File: src/rtl/twmf_pkg.sv
// Shared types and constants of the trimmed window mean filter.
package twmf_pkg;

  localparam int SAMPLE_W = 12;
  localparam int AXES     = 3;
  localparam int TDATA_W  = ((AXES * SAMPLE_W + 7) / 8) * 8;

  typedef logic signed [SAMPLE_W-1:0] sample_t;

  typedef enum logic [1:0] {
    RED_IDLE,
    RED_SUM,
    RED_MUL,
    RED_DONE
  } red_state_e;

endpackage

File: src/rtl/twmf_sorter.sv
// One axis of the window: registers kept in ascending order, one insertion per word.
module twmf_sorter #(
  parameter int WINDOW_SIZE = 12
) (
  input  logic                                   clk_i,
  input  logic                                   we_i,
  input  logic [$clog2(WINDOW_SIZE)-1:0]         fill_i,
  input  twmf_pkg::sample_t                      sample_i,
  output twmf_pkg::sample_t [WINDOW_SIZE-1:0]    win_next_o
);
  import twmf_pkg::*;

  localparam int FW = $clog2(WINDOW_SIZE);

  sample_t [WINDOW_SIZE-1:0] win_q;
  sample_t [WINDOW_SIZE-1:0] win_d;
  logic    [WINDOW_SIZE-1:0] gt;

  for (genvar i = 0; i < WINDOW_SIZE; i++) begin : g_cell
    assign gt[i] = $signed(win_q[i]) > $signed(sample_i);

    always_comb begin
      win_d[i] = win_q[i];
      if ((fill_i > FW'(i) && gt[i]) || fill_i == FW'(i)) begin
        win_d[i] = sample_i;
        if (i > 0) begin
          // entry below is still larger: move it up one place
          if (gt[(i > 0) ? i - 1 : 0]) begin
            win_d[i] = win_q[(i > 0) ? i - 1 : 0];
          end
        end
      end
    end
  end

  always_ff @(posedge clk_i) begin
    if (we_i) begin
      win_q <= win_d;
    end
  end

  assign win_next_o = win_d;

endmodule

File: src/rtl/twmf_reduce.sv
// Snapshot of the trimmed middle, serial sum, reciprocal scaling and result register.
module twmf_reduce #(
  parameter int WINDOW_SIZE = 12,
  parameter int TRIM        = 3
) (
  input  logic                                                        clk_i,
  input  logic                                                        rst_ni,
  input  logic                                                        load_i,
  input  twmf_pkg::sample_t [twmf_pkg::AXES-1:0][WINDOW_SIZE-1:0]     win_i,
  output logic                                                        idle_o,
  output logic                                                        m_valid_o,
  input  logic                                                        m_ready_i,
  output twmf_pkg::sample_t [twmf_pkg::AXES-1:0]                      mean_o
);
  import twmf_pkg::*;

  localparam int  KEEP_I   = WINDOW_SIZE - 2 * TRIM;
  localparam bit  HAS_KEEP = KEEP_I > 0;
  localparam int  KEEP     = HAS_KEEP ? KEEP_I : 1;
  localparam int  CNT_W    = (KEEP > 1) ? $clog2(KEEP) : 1;
  localparam int  SUM_W    = SAMPLE_W + 1 + $clog2(KEEP);
  localparam int  SHIFT    = SUM_W + $clog2(KEEP);
  localparam int  REC_W    = SUM_W + 2;
  localparam int  PROD_W   = SUM_W + REC_W;
  localparam logic [REC_W-1:0] RECIP =
    REC_W'(((64'd1 << SHIFT) + 64'(KEEP) - 64'd1) / 64'(KEEP));
  localparam logic [CNT_W-1:0] LAST_CNT = CNT_W'(KEEP - 1);

  red_state_e state_q, state_d;
  logic [CNT_W-1:0] cnt_q, cnt_d;
  logic             out_valid_q, out_valid_d;
  logic             out_free;

  sample_t [AXES-1:0][KEEP-1:0]          snap_q;
  logic signed [AXES-1:0][SUM_W-1:0]     acc_q;
  logic [AXES-1:0][PROD_W-1:0]           prod_q;
  logic [AXES-1:0]                       neg_q;
  sample_t [AXES-1:0]                    mean_q;

  assign out_free = !out_valid_q || m_ready_i;

  always_comb begin
    state_d     = state_q;
    cnt_d       = cnt_q;
    out_valid_d = out_valid_q && !m_ready_i;
    unique case (state_q)
      RED_IDLE: begin
        cnt_d = '0;
        if (load_i) begin
          state_d = HAS_KEEP ? RED_SUM : RED_DONE;
        end
      end
      RED_SUM: begin
        cnt_d = cnt_q + CNT_W'(1);
        if (cnt_q == LAST_CNT) begin
          state_d = RED_MUL;
        end
      end
      RED_MUL: begin
        state_d = RED_DONE;
      end
      RED_DONE: begin
        // hold until the result register is free
        if (out_free) begin
          out_valid_d = 1'b1;
          state_d     = RED_IDLE;
        end
      end
      default: state_d = RED_IDLE;
    endcase
  end

  always_ff @(posedge clk_i or negedge rst_ni) begin
    if (!rst_ni) begin
      state_q     <= RED_IDLE;
      cnt_q       <= '0;
      out_valid_q <= 1'b0;
    end else begin
      state_q     <= state_d;
      cnt_q       <= cnt_d;
      out_valid_q <= out_valid_d;
    end
  end

  for (genvar a = 0; a < AXES; a++) begin : g_axis
    logic [SUM_W-1:0] mag;
    sample_t          quot;

    assign mag  = acc_q[a][SUM_W-1] ? SUM_W'(-acc_q[a]) : SUM_W'(acc_q[a]);
    assign quot = prod_q[a][SHIFT +: SAMPLE_W];

    always_ff @(posedge clk_i) begin
      if (state_q == RED_IDLE && load_i) begin
        acc_q[a] <= '0;
        for (int k = 0; k < KEEP; k++) begin
          snap_q[a][k] <= HAS_KEEP ? win_i[a][(TRIM + k) % WINDOW_SIZE] : '0;
        end
      end else if (state_q == RED_SUM) begin
        acc_q[a] <= acc_q[a] + SUM_W'(snap_q[a][0]);
        for (int k = 0; k < KEEP - 1; k++) begin
          snap_q[a][k] <= snap_q[a][k+1];
        end
      end
      if (state_q == RED_MUL) begin
        prod_q[a] <= PROD_W'(mag) * PROD_W'(RECIP);
        neg_q[a]  <= acc_q[a][SUM_W-1];
      end
      if (state_q == RED_DONE && out_free) begin
        if (!HAS_KEEP) begin
          mean_q[a] <= '0;
        end else begin
          mean_q[a] <= neg_q[a] ? sample_t'(-quot) : quot;
        end
      end
    end
  end

  assign idle_o    = state_q == RED_IDLE;
  assign m_valid_o = out_valid_q;
  assign mean_o    = mean_q;

  a_load_idle : assert property (@(posedge clk_i) disable iff (!rst_ni)
    load_i |-> state_q == RED_IDLE)
    else $error("snapshot loaded while reduction busy");

  a_rise_done : assert property (@(posedge clk_i) disable iff (!rst_ni)
    $rose(out_valid_q) |-> $past(state_q) == RED_DONE)
    else $error("result raised outside the done step");

  a_done_hold : assert property (@(posedge clk_i) disable iff (!rst_ni)
    state_q == RED_DONE && !out_free |=> state_q == RED_DONE && out_valid_q)
    else $error("pending result dropped while output stalled");

endmodule

File: src/rtl/trimmed_window_mean_filter.sv
// Top level of the trimmed window mean filter for three-axis accelerometer words.
// Throughput: one input word per cycle. The word that closes a window waits only if the
// previous result is still in reduction (snapshot, serial sum over KEEP samples, KEEP being
// WINDOW_SIZE - 2*TRIM, reciprocal scaling, done step) or the output register is not taken.
// The mean of a window passes the serial sum, the reciprocal scaling and the result register.
// Reset: rst_ni low clears the fill count, the reduction state and the output valid.
module trimmed_window_mean_filter #(
  parameter int WINDOW_SIZE = 12,
  parameter int TRIM        = 3
) (
  input  logic                           clk_i,
  input  logic                           rst_ni,
  // slave side: one sample word
  input  logic                           s_axis_tvalid_i,
  output logic                           s_axis_tready_o,
  input  logic [twmf_pkg::TDATA_W-1:0]   s_axis_tdata_i,   // accel_x, accel_y, accel_z, zero pad
  // master side: one mean word
  output logic                           m_axis_tvalid_o,
  input  logic                           m_axis_tready_i,
  output logic [twmf_pkg::TDATA_W-1:0]   m_axis_tdata_o    // mean_x, mean_y, mean_z, zero pad
);
  import twmf_pkg::*;

  localparam int FW = $clog2(WINDOW_SIZE);
  localparam logic [FW-1:0] FILL_LAST = FW'(WINDOW_SIZE - 1);
  localparam int PAD_W = TDATA_W - AXES * SAMPLE_W;

  logic [FW-1:0] fill_q, fill_d;
  logic          accept;
  logic          closing;
  logic          red_idle;

  sample_t [AXES-1:0]                  sample;
  sample_t [AXES-1:0][WINDOW_SIZE-1:0] win_next;
  sample_t [AXES-1:0]                  mean;

  // Unpack the three axis fields from the word.
  for (genvar a = 0; a < AXES; a++) begin : g_unpack
    assign sample[a] = s_axis_tdata_i[a*SAMPLE_W +: SAMPLE_W];
  end

  // The closing word needs a free reduction unit to take the snapshot; all
  // other words only shift the sorted registers and are always taken.
  assign closing         = fill_q == FILL_LAST;
  assign s_axis_tready_o = !closing || red_idle;
  assign accept          = s_axis_tvalid_i && s_axis_tready_o;

  // Advance the fill count, wrap to empty once the window is full.
  always_comb begin
    fill_d = fill_q;
    if (accept) begin
      fill_d = closing ? '0 : fill_q + FW'(1);
    end
  end

  always_ff @(posedge clk_i or negedge rst_ni) begin
    if (!rst_ni) begin
      fill_q <= '0;
    end else begin
      fill_q <= fill_d;
    end
  end

  // One sorted row of registers per axis; insertion happens in the cycle of acceptance.
  for (genvar a = 0; a < AXES; a++) begin : g_sort
    twmf_sorter #(
      .WINDOW_SIZE (WINDOW_SIZE)
    ) u_sorter (
      .clk_i      (clk_i),
      .we_i       (accept),
      .fill_i     (fill_q),
      .sample_i   (sample[a]),
      .win_next_o (win_next[a])
    );
  end

  // The closing word loads its freshly sorted window straight into the snapshot.
  twmf_reduce #(
    .WINDOW_SIZE (WINDOW_SIZE),
    .TRIM        (TRIM)
  ) u_reduce (
    .clk_i     (clk_i),
    .rst_ni    (rst_ni),
    .load_i    (accept && closing),
    .win_i     (win_next),
    .idle_o    (red_idle),
    .m_valid_o (m_axis_tvalid_o),
    .m_ready_i (m_axis_tready_i),
    .mean_o    (mean)
  );

  assign m_axis_tdata_o = {PAD_W'(0), mean[2], mean[1], mean[0]};

  a_fill_wrap : assert property (@(posedge clk_i) disable iff (!rst_ni)
    accept && closing |=> fill_q == '0)
    else $error("fill count did not wrap after the closing word");

endmodule

File: config.mk
export PLATFORM = sky130hd
export DESIGN_NAME = trimmed_window_mean_filter
export DESIGN_NICKNAME = d
export VERILOG_FILES = /design/src/rtl/twmf_pkg.sv /design/src/rtl/twmf_sorter.sv /design/src/rtl/twmf_reduce.sv /design/src/rtl/trimmed_window_mean_filter.sv
export SDC_FILE = /design/constraint.sdc
export NUM_CORES = 2
export LEC_CHECK = 0
export BUFFER_PORTS_ARGS = -buffer_cell sky130_fd_sc_hd__buf_4
export CORE_MARGIN = 5
export CORE_UTILIZATION = 40
export CTS_CLUSTER_SIZE = 28
export DETAILED_ROUTE_END_ITERATION = 8
export SLEW_MARGIN = 10
export SYNTH_ARGS = -nofsm -noshare
export SYNTH_HDL_FRONTEND = slang
export SYNTH_SLANG_ARGS = --single-unit
File: constraint.sdc
create_clock -name clk_i -period 17.45 [get_ports clk_i]
set_input_delay 0 -clock clk_i [delete_from_list [all_inputs] [get_ports clk_i]]
set_output_delay 0 -clock clk_i [all_outputs]
set_load 0.01 [all_outputs]
Word-level counts from Yosys, hierarchy flattened:

Cells that the tools add are included.

* eq/ne operators: 16
* divide/modulo/power cells: 0
* add/sub/neg operators: 11
* magnitude comparators: 36
* multiply operators: 3
* bitwise logic cells: 0
* reduce and logical (&&, ||, !) cells: 78
* mux-type cells: 62
* shift operators: 0

Operators with widths (number)
* 12-bit 2-to-1 mux: 45
* 60-bit 2-to-1 mux: 6
* 12-bit greater-than comparator: 27
* 16-bit by 16-bit multiplier with 30-bit output, second input constant: 3
* 16-bit adder: 3
* 16-bit 2-to-1 mux: 3
* 16-bit negator: 3
* 12-bit negator: 3
* 1-bit logical AND: 32
* 1-bit logical OR: 29
* 2-bit AND reduction: 9
* 4-bit by 3-bit equality test with 1-bit output, second input constant: 4
* 4-bit by 3-bit greater-than comparator with 1-bit output, second input constant: 4
* 4-bit by 2-bit equality test with 1-bit output, second input constant: 2
* 4-bit equality test, second input constant: 2
* 4-bit by 1-bit greater-than comparator with 1-bit output, second input constant: 2
* 4-bit by 2-bit greater-than comparator with 1-bit output, second input constant: 2
* 2-bit case mux with 4 select lines: 1
* 2-bit 2-to-1 mux: 3
* 2-bit by 1-bit != test with 1-bit output, second input constant: 3
* 3-bit case mux with 2 select lines: 1
* 4-bit by 1-bit adder with 4-bit output, second input constant: 1
* 2-bit equality test, second input constant: 2
* 4-bit by 1-bit equality test with 1-bit output, second input constant: 1
* 11 further kinds: 15

* memory bits (read-only): 0
* latch bits: 0
* input port bits: 44
* bits in writable memories: 0
* memories kept: 0
* output and inout port bits: 42
* register bits: 727
* word-level logic and storage cells: 267

Logic depth before layout (Yosys ltp):

* word-level depth: 7
* gate-level depth with buffers: 30
* depth with buffers taken out: 30

By module:

A second synthesis with hierarchy kept.

* cell total of the unflattened synthesis: 6907
* area total of the unflattened synthesis: 68052.8 µm²

By module, submodules not included
* twmf_reduce: cells an instance 3011, sequential area each 9849.4 µm², area each 29518.3 µm², instances 1
* twmf_sorter (g_sort[0].u_sorter ...): cells an instance 1355, sequential area each 4324.1 µm², area each 13116.3 µm², instances 2
* twmf_sorter (g_sort[2].u_sorter): cells an instance 1159, sequential area each 4324.1 µm², area each 12016.5 µm², instances 1
* trimmed_window_mean_filter: cells an instance 27, sequential area each 100.1 µm², area each 285.3 µm², instances 1

Worst setup path after synthesis:

Ideal clock, no wire load.

* path type: reg2reg
* from: register fill_q[0]
* to: register g_sort[0].u_sorter.win_q[24] in the netlist's numbering (enable)
* required time: 17.064 ns
* period minus slack after synthesis: 7.487 ns
* path buffers: 0
* setup time: 0.386 ns
* data arrival time: 7.101 ns
* cell stages (with the launch flop): 8
* slack: 9.963 ns
* cell sequence: dfrtp_1 ha_1 nand3b_1 or2_2 nand2_1 inv_1 o21ai_0 a21oi_1

* cells in the longest elaborated chain, start to end: 5
* elaborated cells between the ends (all ways): 9
* classes of those cells: 1 x order compare; 2 x eq/ne; 6 x reduce/logical

RTL lines
* start: declaration: RTL line trimmed_window_mean_filter.sv:28 `logic [FW-1:0] fill_q, fill_d;`
* start signal: assignment: RTL line trimmed_window_mean_filter.sv:60 `fill_q <= fill_d;`
* 4-bit equality test
* 1-bit logical NOT: RTL line trimmed_window_mean_filter.sv:45 `assign s_axis_tready_o = !closing || red_idle;`
* 1-bit logical OR: RTL line trimmed_window_mean_filter.sv:45
* net s_axis_tready_o: RTL line trimmed_window_mean_filter.sv:15 `output logic s_axis_tready_o,`
* 1-bit logical AND: RTL line trimmed_window_mean_filter.sv:46 `assign accept = s_axis_tvalid_i && s_axis_tready_o;`
* net accept: RTL line trimmed_window_mean_filter.sv:29 `logic accept;`
* 2-bit AND reduction (no line)
* end signal: assignment: RTL line twmf_sorter.sv:38 `win_q <= win_d;`
* end: declaration: RTL line twmf_sorter.sv:15 `sample_t [WINDOW_SIZE-1:0] win_q;`

The timed path passes the listed nets, and every way through them passes these cells.
A chain may end at the register's enable or synchronous reset.

Worst setup path after layout:

* from: register u_reduce.acc_q[36] in the netlist's numbering
* to: register u_reduce.prod_q, in the netlist u_reduce.g_axis[2].quot[11] (data pin)

* cells in the longest elaborated chain, start to end: 3

RTL lines
* start: declaration: RTL line twmf_reduce.sv:35 `logic signed [AXES-1:0][SUM_W-1:0] acc_q;`
* start signal: indexed assignment: RTL line twmf_reduce.sv:99 `acc_q[a] <= acc_q[a] + SUM_W'(snap_q[a][0]);`
* 16-bit negator: RTL line twmf_reduce.sv:89 `assign mag = acc_q[a][SUM_W-1] ? SUM_W'(-acc_q[a]) : SUM_W'(acc_q[a]);`
* 16-bit 2-to-1 mux (*): RTL line twmf_reduce.sv:89
* 16-bit by 16-bit multiplier with 30-bit output (*): RTL line twmf_reduce.sv:105 `prod_q[a] <= PROD_W'(mag) * PROD_W'(RECIP);`
* end signal: indexed assignment: RTL line twmf_reduce.sv:105
* end: declaration: RTL line twmf_reduce.sv:36 `logic [AXES-1:0][PROD_W-1:0] prod_q;`

Mark *: on every way between the ends. The rest lies on a longest branch, timed or not.

==> metrics.txt <==
Synth area leaders edfxtp_1, ha_1, fa_1; Tmin final 7900 ps; Reg2Reg Launch Point u_reduce.acc_q[36]$_SDFFE_PP0P_; clk buf depth 3; # Post-CTS Setup Buffers 0; sequential cell area fraction in the yosys report 37.5%; CP Launch Type flip-flop; Die W 372 um; Achievable Freq 127 MHz; Nets 5949; Synth Warn # 0; clk sinks 673; synth unique cells 84; Most common cell on crit path inv_1; Critical Path AT 8320 ps; All-Layer GR Usage 17.7%; Data required, critical path 17870 ps; first-pass iteration count of the detailed router 5; syn_area_per_cell 10.8 um2; count of pins over their slew limit 0; total CTS buffers 80; count leader, synth ha_1; initial antenna violation count 2; Starting Density between 40% and 50%; FILL cells 12.2k; ys async rst share roughly 1.5%; Seq cells post-synth 673; layout cells sized above 1 a little over a tenth; endpoints failing setup 0; number of synthesized flops with an enable pin 615; DRC 0; Post-DRT Antenna Nets 0; Avg WL per Cell 18.1 um; core area 131000 um2; die footprint 139000 um2; Worst path max stage delay 550 ps; Synth Cell Area 52500 um2; Rows 133; Vias approximately 35k; worst reg2reg path depth 27; Yosys top cell area share 35.2%; RSZ-0062 raised after global routing no; port bufs 77; status completed; FF/Latch Area a little under 20000 um2; worst-path fanout max 6; clk root buf clkbuf_16; crit path launch u_reduce.acc_q[36]$_SDFFE_PP0P_; Initial DRC Count 2059; Worst Tran Pin Value 1180 ps; post-DP HPWL 91600 um; CTS tree built; Vias/cell 5.24; vias in the first global route 36.0k; first-pass GRT wire length 197000 um; r2r setup slk 9550 ps; Most used DFF post-synth edfxtp_1; worst min path class input port to flip-flop; post-synth top area cell edfxtp_1; final wirelength 122000 um; number of max-cap violations 0; skew final 34.7 ps; Max stage delay cell, worst path or4_1; Final GP Congestion 0.865; Gate Count Post-Synth 4857; Hold Fails Final Rpt 0; CP endpoint u_reduce.g_axis[2].quot[11]$_DFFE_PP_; grt total ovfl 0; clk slew on worst S/H paths 60 ps; setup TNS 0 ps; H-Tree Depth 3; Final period util 45.3%; die height 372 um; Clk Latency, worst-skew pair 680 ps; area of the multi-input gates around 30000 um2; area grow syn2layout 10.8%; most frequent cells after synthesis ha_1, edfxtp_1, inv_1; Boundary Pins 86; Max-Slew Margin vs Limit 21.4%; pin count of the biggest net entering global routing roughly 130; Setup crit end kind flip-flop; end of the worst register-to-register path u_reduce.g_axis[2].quot[11]$_DFFE_PP_; Setup CP Type flip-flop to flip-flop
-- repair_timing --
item                                    CTS  global route
endpoints found under the hold margin   323             0
hold buffers                             40             0
endpoints found under the setup margin    0             0
gates resized for setup                   0             0
-- final cells by class --
class / count / area share (%)
antenna: 1 / 0.00430
clock buffer: 88 / 3.51
clock inverter: 58 / 1.08
timing repair buffer: 155 / 2.17
multi-input combinational: 3427 / 51.7
inverter: 612 / 3.99
tap: 1755 / 3.77
sequential: 673 / 33.8
-- flip-flops by register name, summed over array words and instances, names as in the netlist --
signal                 count
u_reduce.m_valid_o         1
u_reduce.acc_q            48
u_reduce.g_axis.quot      36
g_sort.u_sorter.win_q    324
fill_q                     4
u_reduce.neg_q             3
u_reduce.snap_q          216
u_reduce.cnt_q             3
u_reduce.state_q           2
u_reduce.mean_o           36
-- placed cells by master, fill, tap and decap left out, types with 12 or more instances in the layout --
cell / n
inv_1: 607
ha_1: 732
mux2i_1: 142
clkinv_1: 17
clkinv_2: 18
edfxtp_1: 615
xor2_1: 53
and3_1: 20
clkbuf_16: 80
o21ai_0: 247
o31ai_1: 24
a22oi_1: 13
o21a_1: 58
xnor2_1: 143
o41ai_1: 12
nor2_1: 213
dfxtp_1: 48
o211ai_1: 30
o21ai_1: 68
nand2b_1: 30
nand2_1: 302
a21o_1: 92
fa_1: 222
buf_4: 115
nand3_1: 153
nor2b_1: 48
a31oi_1: 27
or2_2: 12
nor3_1: 44
dlygate4sd3_1: 40
and4_1: 13
nand4_1: 73
or3_1: 57
a211oi_1: 22
mux2_2: 245
a21oi_1: 174
-- layer usage --
layer | track usage, % | vias up | wire length (um)
met1 | 25.1 | 17100 | 58800
met5 | 0 | - | 0
met3 | 2.08 | 146 | 5180
met4 | 5.40 | 0 | 3310
met2 | 28.6 | 665 | 55100
li1 | - | 17600 | -
-- critical path, delay by kind of cell, from the launching register on --
family / cells / cell delay (ps)
AO/OA/AOI/OAI: 5 / 1370
XOR/XNOR: 3 / 1030
flip-flops: 1 / 370
AND/OR/NAND/NOR: 8 / 1730
adder cells (fa/ha/maj): 6 / 2710
buffers and inverters: 5 / 430
-- cell families (layout without fill, tap and decap cells) --
| kind of cell | Yosys count | count (layout) | synth area share [%] |
|---|---|---|---|
| other cells | 1 | 5 | 0.00714 |
| buf+inv | 760 | 913 | 5.52 |
| mux | 399 | 399 | 8.28 |
| compound gates | 869 | 869 | 10.3 |
| simple gates | 1002 | 1002 | 9.14 |
| flops | 673 | 673 | 37.5 |
| xor+xnor | 197 | 197 | 3.30 |
| fa+ha+maj | 956 | 956 | 26.0 |
-- metrics by stage --
stage / cell area, um2 / hold slack [ps] / cells / setup slack [ps] / util, %
floorplan: 52500 / -296 / 4860 / 9960 / -
global placement: 55100 / -142 / 6581 / 9530 / 42.1
detailed placement: 55100 / -138 / 6581 / 9510 / 42.1
CTS: 58200 / 53.9 / 6767 / 9490 / 44.4
global route: 58200 / 105 / 6768 / 9070 / 44.4
finish: 58200 / 123 / 6769 / 9550 / 44.4
-- worst min path at each step --
stage	start	to	slack, ps	cells past startpoint
2_1_floorplan	rst_ni	fill_q[0]$_DFFE_PN0P_	-300	0
6_report	s_axis_tdata_i[31]	g_sort[2].u_sorter.win_q[7]$_DFFE_PP_	120	2
3_3_place_gp	rst_ni	fill_q[3]$_DFFE_PN0P_	-140	1
5_1_grt	s_axis_tdata_i[30]	g_sort[2].u_sorter.win_q[6]$_DFFE_PP_	110	2
4_1_cts	s_axis_tdata_i[35]	g_sort[2].u_sorter.win_q[11]$_DFFE_PP_	50	2
3_5_place_dp	rst_ni	fill_q[3]$_DFFE_PN0P_	-140	1
Power is not shown: default switching activity piles up to over one toggle a cycle in this logic, so the estimate is an artifact.
